$ cat config.mk
export PLATFORM = sky130hd
export DESIGN_NAME = range_threshold_color_table_core
export DESIGN_NICKNAME = d
export VERILOG_FILES = /design/src/rtl/core/rtctbl_pkg.sv /design/src/rtl/core/range_threshold_color_table_core.sv /design/src/rtl/core/rtctbl_cell.sv /design/src/rtl/core/rtctbl_result.sv
export SDC_FILE = /design/constraint.sdc
export NUM_CORES = 2
export LEC_CHECK = 0
export BUFFER_PORTS_ARGS = -buffer_cell sky130_fd_sc_hd__buf_2
export CORE_UTILIZATION = 69
export DETAILED_ROUTE_END_ITERATION = 6
export PLACE_DENSITY_LB_ADDON = 0.2
export SYNTH_ARGS = -nofsm -noshare
export SYNTH_HDL_FRONTEND = slang
export SYNTH_HIERARCHICAL = 1
export SYNTH_SLANG_ARGS = --single-unit
$ cat constraint.sdc
create_clock -name clk -period 15.4 [get_ports clk]
set_clock_uncertainty 0.1 [all_clocks]
set_input_delay 0.77 -clock clk [delete_from_list [all_inputs] [get_ports clk]]
set_output_delay 0.77 -clock clk [all_outputs]
set_load 0.005 [all_outputs]
$ cat src/rtl/core/rtctbl_pkg.sv
// Shared types and constants for the range threshold color table.
// Used by the table cells, the result stage and the top level.
package rtctbl_pkg;

    localparam int KEY_W     = 64;
    localparam int COLOR_W   = 24;
    localparam int CFG_IDX_W = 8;
    localparam int IN_DATA_W = 112;
    localparam int OUT_DATA_W = 48;
    localparam int OUT_USER_W = 2;

    localparam logic [COLOR_W-1:0] DEFAULT_BG_RESET = 24'hFFFFFF;
    localparam logic [COLOR_W-1:0] DEFAULT_FG_RESET = 24'h000000;

    typedef enum logic [CFG_IDX_W-1:0] {
        CFG_DEFAULT_BG = 8'd0,
        CFG_DEFAULT_FG = 8'd1
    } cfg_index_t;

    typedef enum logic {
        OP_LOOKUP = 1'b0,
        OP_INSERT = 1'b1
    } op_t;

    typedef struct packed {
        logic signed [KEY_W-1:0] minimum;
        logic [COLOR_W-1:0]      bg;
        logic [COLOR_W-1:0]      fg;
    } entry_t;

    // Compare status a cell shows its neighbors.
    typedef struct packed {
        logic valid;
        logic ge;
        logic eq;
        logic lt;
    } cell_stat_t;

    // Virtual neighbor in front of the first cell: valid and below every key.
    localparam cell_stat_t CELL_HEAD = '{valid: 1'b1, ge: 1'b0, eq: 1'b0, lt: 1'b1};
    // Virtual neighbor behind the last cell: never valid.
    localparam cell_stat_t CELL_TAIL = '{valid: 1'b0, ge: 1'b0, eq: 1'b0, lt: 1'b0};

endpackage

$ cat src/rtl/core/range_threshold_color_table_core.sv
// Top level of the range threshold color table: a chain of sorted entry
// cells, a select register and the result stage. Depends on rtctbl_pkg,
// rtctbl_cell and rtctbl_result.
//
//   Group   Dir  Signals                          Payload
//   s_*     in   s_tvalid s_tready s_tdata s_tuser key, entry_bg_color, entry_fg_color; op
//   m_*     out  m_tvalid m_tready m_tdata m_tuser bg_color, fg_color; matched, table_full
//   cfg_*   in   cfg_valid cfg_ready cfg_index cfg_data  default color registers
//
// When a word is accepted, every cell compares the key at once, and an
// insert shifts the cells behind the insert point by one place at that edge.
// Its result passes the select register, then the result stage register;
// one word per cycle is sustained while the output side keeps taking words.
// Reset empties the table and restores the default colors; no sweep is needed.
// A stalled output holds its word; input stalls only once both stages are full.
module range_threshold_color_table_core #(
    parameter int ENTRIES = 16
) (
    input  logic          clk,
    input  logic          rst_n,
    input  logic          s_tvalid,
    output logic          s_tready,
    input  logic [111:0]  s_tdata,   // key[63:0], entry_bg_color[87:64], entry_fg_color[111:88]
    input  logic [0:0]    s_tuser,   // op
    output logic          m_tvalid,
    input  logic          m_tready,
    output logic [47:0]   m_tdata,   // bg_color[23:0], fg_color[47:24]
    output logic [1:0]    m_tuser,   // matched[0], table_full[1]
    input  logic          cfg_valid,
    output logic          cfg_ready,
    input  logic [7:0]    cfg_index,
    input  logic [23:0]   cfg_data
);
    import rtctbl_pkg::*;

    logic [COLOR_W-1:0] default_bg_reg;
    logic [COLOR_W-1:0] default_fg_reg;

    logic               s1_valid_reg;
    logic               s1_op_reg;
    logic               s1_full_reg;
    logic [ENTRIES-1:0] s1_sel_reg;
    logic               s1_ready;

    logic signed [KEY_W-1:0] key;
    entry_t             new_entry;
    logic               accept;
    logic               full;
    logic               ins_en;

    cell_stat_t         stats   [ENTRIES];
    entry_t             entries [ENTRIES];
    logic [ENTRIES-1:0] sel;

    assign key       = s_tdata[63:0];
    assign new_entry = '{minimum: s_tdata[63:0], bg: s_tdata[87:64], fg: s_tdata[111:88]};
    assign s_tready  = !s1_valid_reg || s1_ready;
    assign accept    = s_tvalid && s_tready;
    assign full      = stats[ENTRIES-1].valid;
    assign ins_en    = accept && (s_tuser[0] == OP_INSERT) && !full;

    for (genvar i = 0; i < ENTRIES; i++)
    begin : g_cell
        cell_stat_t prev_stat;
        cell_stat_t next_stat;
        entry_t     prev_entry;

        if (i == 0)
        begin : g_head
            assign prev_stat  = CELL_HEAD;
            assign prev_entry = new_entry;
        end
        else
        begin : g_body
            assign prev_stat  = stats[i-1];
            assign prev_entry = entries[i-1];
        end

        if (i == ENTRIES - 1)
        begin : g_tail
            assign next_stat = CELL_TAIL;
        end
        else
        begin : g_inner
            assign next_stat = stats[i+1];
        end

        rtctbl_cell u_cell (
            .clk        (clk),
            .rst_n      (rst_n),
            .key        (key),
            .new_entry  (new_entry),
            .ins_en     (ins_en),
            .prev_stat  (prev_stat),
            .prev_entry (prev_entry),
            .next_stat  (next_stat),
            .stat       (stats[i]),
            .entry      (entries[i]),
            .sel        (sel[i])
        );
    end

    always_ff @(posedge clk or negedge rst_n)
    begin
        if (!rst_n)
        begin
            s1_valid_reg <= 1'b0;
        end
        else if (accept)
        begin
            s1_valid_reg <= 1'b1;
        end
        else if (s1_ready)
        begin
            s1_valid_reg <= 1'b0;
        end
    end

    always_ff @(posedge clk)
    begin
        if (accept)
        begin
            s1_op_reg   <= s_tuser[0];
            s1_full_reg <= full;
            s1_sel_reg  <= sel;
        end
    end

    assign cfg_ready = 1'b1;

    always_ff @(posedge clk or negedge rst_n)
    begin
        if (!rst_n)
        begin
            default_bg_reg <= DEFAULT_BG_RESET;
            default_fg_reg <= DEFAULT_FG_RESET;
        end
        else if (cfg_valid)
        begin
            unique case (cfg_index)
                CFG_DEFAULT_BG: default_bg_reg <= cfg_data;
                CFG_DEFAULT_FG: default_fg_reg <= cfg_data;
                default: ;
            endcase
        end
    end

    rtctbl_result #(
        .ENTRIES (ENTRIES)
    ) u_result (
        .clk        (clk),
        .rst_n      (rst_n),
        .s1_valid   (s1_valid_reg),
        .s1_op      (s1_op_reg),
        .s1_full    (s1_full_reg),
        .s1_sel     (s1_sel_reg),
        .entries    (entries),
        .default_bg (default_bg_reg),
        .default_fg (default_fg_reg),
        .s1_ready   (s1_ready),
        .m_tvalid   (m_tvalid),
        .m_tready   (m_tready),
        .m_tdata    (m_tdata),
        .m_tuser    (m_tuser)
    );

endmodule

$ cat src/rtl/core/rtctbl_cell.sv
// One entry of the sorted table: holds a minimum and a color pair,
// compares it with the incoming key and shifts toward the tail on insert.
// Depends on rtctbl_pkg.
module rtctbl_cell (
    input  logic                clk,
    input  logic                rst_n,
    input  logic signed [63:0]  key,
    input  rtctbl_pkg::entry_t  new_entry,
    input  logic                ins_en,
    input  rtctbl_pkg::cell_stat_t prev_stat,
    input  rtctbl_pkg::entry_t  prev_entry,
    input  rtctbl_pkg::cell_stat_t next_stat,
    output rtctbl_pkg::cell_stat_t stat,
    output rtctbl_pkg::entry_t  entry,
    output logic                sel
);
    import rtctbl_pkg::*;

    logic   valid_reg;
    entry_t entry_reg;
    logic   shift_in;
    logic   take_new;

    always_comb
    begin
        stat.valid = valid_reg;
        stat.ge    = valid_reg && !(entry_reg.minimum < key);
        stat.eq    = valid_reg && (entry_reg.minimum == key);
        stat.lt    = valid_reg && (entry_reg.minimum < key);
    end

    // The first exact match wins; otherwise the last entry below the key,
    // provided the entry behind it does not match exactly.
    assign sel = (stat.eq && !prev_stat.ge) ||
                 (stat.lt && !next_stat.lt && !next_stat.eq);

    // Cells at or behind the insert point move one place toward the tail.
    assign shift_in = prev_stat.ge;
    assign take_new = !prev_stat.ge && prev_stat.valid && (stat.ge || !valid_reg);

    assign entry = entry_reg;

    always_ff @(posedge clk or negedge rst_n)
    begin
        if (!rst_n)
        begin
            valid_reg <= 1'b0;
        end
        else if (ins_en && (shift_in || take_new))
        begin
            valid_reg <= 1'b1;
        end
    end

    always_ff @(posedge clk)
    begin
        if (ins_en && shift_in)
        begin
            entry_reg <= prev_entry;
        end
        else if (ins_en && take_new)
        begin
            entry_reg <= new_entry;
        end
    end

endmodule

$ cat src/rtl/core/rtctbl_result.sv
// Result stage: gathers the selected entry's colors or default pair
// (zero on an insert), holds the output word. Depends on rtctbl_pkg.
module rtctbl_result #(
    parameter int ENTRIES = 16
) (
    input  logic                      clk,
    input  logic                      rst_n,
    input  logic                      s1_valid,
    input  logic                      s1_op,
    input  logic                      s1_full,
    input  logic [ENTRIES-1:0]        s1_sel,
    input  rtctbl_pkg::entry_t        entries [ENTRIES],
    input  logic [23:0]               default_bg,
    input  logic [23:0]               default_fg,
    output logic                      s1_ready,
    output logic                      m_tvalid,
    input  logic                      m_tready,
    output logic [47:0]               m_tdata,   // bg_color, fg_color
    output logic [1:0]                m_tuser    // matched, table_full
);
    import rtctbl_pkg::*;

    logic               m_valid_reg;
    logic [47:0]        m_data_reg;
    logic [1:0]         m_user_reg;
    logic [47:0]        data_next;
    logic [1:0]         user_next;
    logic [COLOR_W-1:0] hit_bg;
    logic [COLOR_W-1:0] hit_fg;
    logic               hit;

    // At most one cell is selected, so an AND-OR gathers its colors.
    always_comb
    begin
        hit_bg = '0;
        hit_fg = '0;
        for (int i = 0; i < ENTRIES; i++)
        begin
            hit_bg = hit_bg | (entries[i].bg & {COLOR_W{s1_sel[i]}});
            hit_fg = hit_fg | (entries[i].fg & {COLOR_W{s1_sel[i]}});
        end
        hit = |s1_sel;
    end

    always_comb
    begin
        if (s1_op == OP_INSERT)
        begin
            data_next = '0;
            user_next = {s1_full, 1'b0};
        end
        else if (hit)
        begin
            data_next = {hit_fg, hit_bg};
            user_next = 2'b01;
        end
        else
        begin
            data_next = {default_fg, default_bg};
            user_next = 2'b00;
        end
    end

    assign s1_ready = !m_valid_reg || m_tready;

    always_ff @(posedge clk or negedge rst_n)
    begin
        if (!rst_n)
        begin
            m_valid_reg <= 1'b0;
        end
        else if (s1_ready)
        begin
            m_valid_reg <= s1_valid;
        end
    end

    always_ff @(posedge clk)
    begin
        if (s1_ready && s1_valid)
        begin
            m_data_reg <= data_next;
            m_user_reg <= user_next;
        end
    end

    assign m_tvalid = m_valid_reg;
    assign m_tdata  = m_data_reg;
    assign m_tuser  = m_user_reg;

endmodule

==> impl_results.md <==
* Final hold slack at 0.06750 ns
* Die width at 403.6 um
* RSZ-0062 raised after global routing: false
* Clock Sinks at a little under 2000
* Status: finished with violations
* CP Capture Type: flop
* Total track usage at 0.3955
* Clock Latency Late Sink at approximately 0.87 ns
* Vias in the first global route at approximately 80000
* Die Y at 403.6 um
* First-pass GRT wire length at 478300 um
* Max-cap viol count at 1
* Largest fanout on the critical path at 61
* Total Nets Final at 9873
* I/O Buffers at about 200
* Largest net degree at the start of global routing at 113
* Metal-1 WL at 116000 um
* Warnings from Yosys at 6
* Area grow syn2layout at 8.832%
* Final setup fails at 0
* Worst VDD drop at 0.1335 mV
* Metal3 WL at 42020 um
* FMAX at roughly 0.14 GHz
* Root Driver: clkbuf_16
* Wire length on met2 at 148600 um
* Die area at 162900 um^2
* Hold Crit Class: in -> reg
* Synth Instances at roughly 8500
* Mean Syn Cell Area at 13.10 um^2
* Htree depth at 4
* DP HPWL at 202500 um
* Mapped Area at 111300 um^2
* Initial antenna violation count at 24
* Pre-CTS setup slack at 7.923 ns
* Standard-cell rows at roughly 150
* GPL Wtd Cong at 0.9163
* Register clock-pin slew on the reported worst setup and hold paths at 0.06 ns
* Routed wire length per instance at 29.51 um
* CP arrival at between 7 and 8 ns
* DR iter-0 viols at 10160
* Worst Slack Setup Final at 8.367 ns
* Critical Path Source Type: primary input
* Placed cells at 10660
* Lkg Pwr at 0.04867 uW
* Final hold viol count at 0
* Crit Path Class: in -> reg
* Non-Filler Instances at 11050
* Max Slew Vio Count at 115
* Setup_tns at 0 ns
* Global route overflow at 0
* Power density cells at approximately 110 nW/um^2
* Final wirelength at 326200 um
* Initial Util at 0.6939
* Violated checks: capacitance limit, slew limit
* Clock buffer depth at 3
* Max reg flops at 1792
* Drt pass-1 iters at 6
* Vias at approximately 77000
* CTS Buf Count at 199
* Max Used Layer: met5
* Worst endpoint required time at approximately 16 ns
* Core outline area at 160400 um^2
* Remaining DRCs at 0
* Via/cell ratio at 6.932
* Max_slew headroom at -3.690
* Layout cells sized above 1 at 0.2887
* Least-Margin Pin Slew at 7.035 ns
* Fin crit period at about 7.0 ns
* Final period utilization at 0.4567
* I/O pins at 203
* CTS tree: yes
* Remaining antenna violation count at 0
* Resize count post-CTS at 0
==> report_power, final <==
part           switching (uW)  internal, uW  total [uW]
Sequential                194          6240        6430
Clock                    2110          2630        4740
Combinational            1520           906        2420
==> stage by stage <==
stage          area, um^2  power (uW)    util
2_1_floorplan      111300        8020       -
3_3_place_gp       114800        8713  0.7157
3_5_place_dp       114800        8830  0.7157
4_1_cts            121100       13520  0.7548
5_1_grt            121100       13950  0.7551
6_report           121100       13600  0.7552
==> path summary, 6_finish.rpt <==
check                           slack (ns)  cells after the start                          end                          from
min in group asynchronous             0.35                      2           default_fg_reg[21]                         rst_n
worst max-delay path                  8.37                     16  g_cell[12].u_cell/entry[31]                   s_tdata[63]
worst min register to register        0.39                      1            u_result/m_tvalid                  s1_valid_reg
worst max register to register        8.53                     14  g_cell[12].u_cell/entry[31]  g_cell[11].u_cell/entry[111]
worst min-delay path                  0.07                      2           default_fg_reg[21]                  cfg_data[21]
max in group asynchronous            13.56                      3            default_fg_reg[2]                         rst_n
==> repair_timing <==
| action | CTS | global route |
|---|---|---|
| setup buffers | 0 | 0 |
| hold buffers | 2 | 0 |
| hold endpoints to repair | 25 | 0 |
==> critical path: stages <==
cell	delay, ns
buf_2	0.50
inv_1	0.10
ha_1	0.45
nand4_1	0.23
nor2_1	0.51
nand4_1	0.58
nand4b_1	0.64
o21a_1	0.43
o211ai_2	0.23
xor2_2	0.15
nor2b_1	0.35
inv_1	0.14
and4b_1	0.23
nor3_2	0.16
buf_4	0.85
buf_4	0.87
==> cell type report <==
cell class,instances,area [um^2]
inverters,1042,3911
flip-flops and latches,1926,57540
repair buffers,306,1839
fillers,9899,39260
multi-input cells,5224,48820
well taps,2160,2703
clock inverters,102,888.4
clock buffers,267,5369
diodes,24,60.06
==> placed cells by master, fill, tap and decap left out, types with 32 or more instances in the layout <==
cell	count
clkbuf_16	202
a22oi_1	176
and4_1	100
ha_1	1024
inv_1	1041
o21ai_0	97
nand3_1	156
a21o_1	64
nor2_1	164
dfrtp_1	42
a21oi_1	384
nor2b_1	32
buf_4	101
nor3_1	32
o221a_1	44
clkinv_2	33
a221o_1	32
clkinv_1	41
mux2_2	1820
nand4_1	156
nand2_1	305
a22o_1	104
clkbuf_1	58
a211oi_1	52
o21ai_1	47
edfxtp_1	1860
a221oi_1	136
buf_2	200
==> layer usage <==
metal  up-vias  GRT usage
li1      32670          -
met1     37710     0.4991
met2      5057     0.6216
met3      1162     0.1063
met4         4     0.2174
met5         -          0
Power figures use the tool's default switching activity.
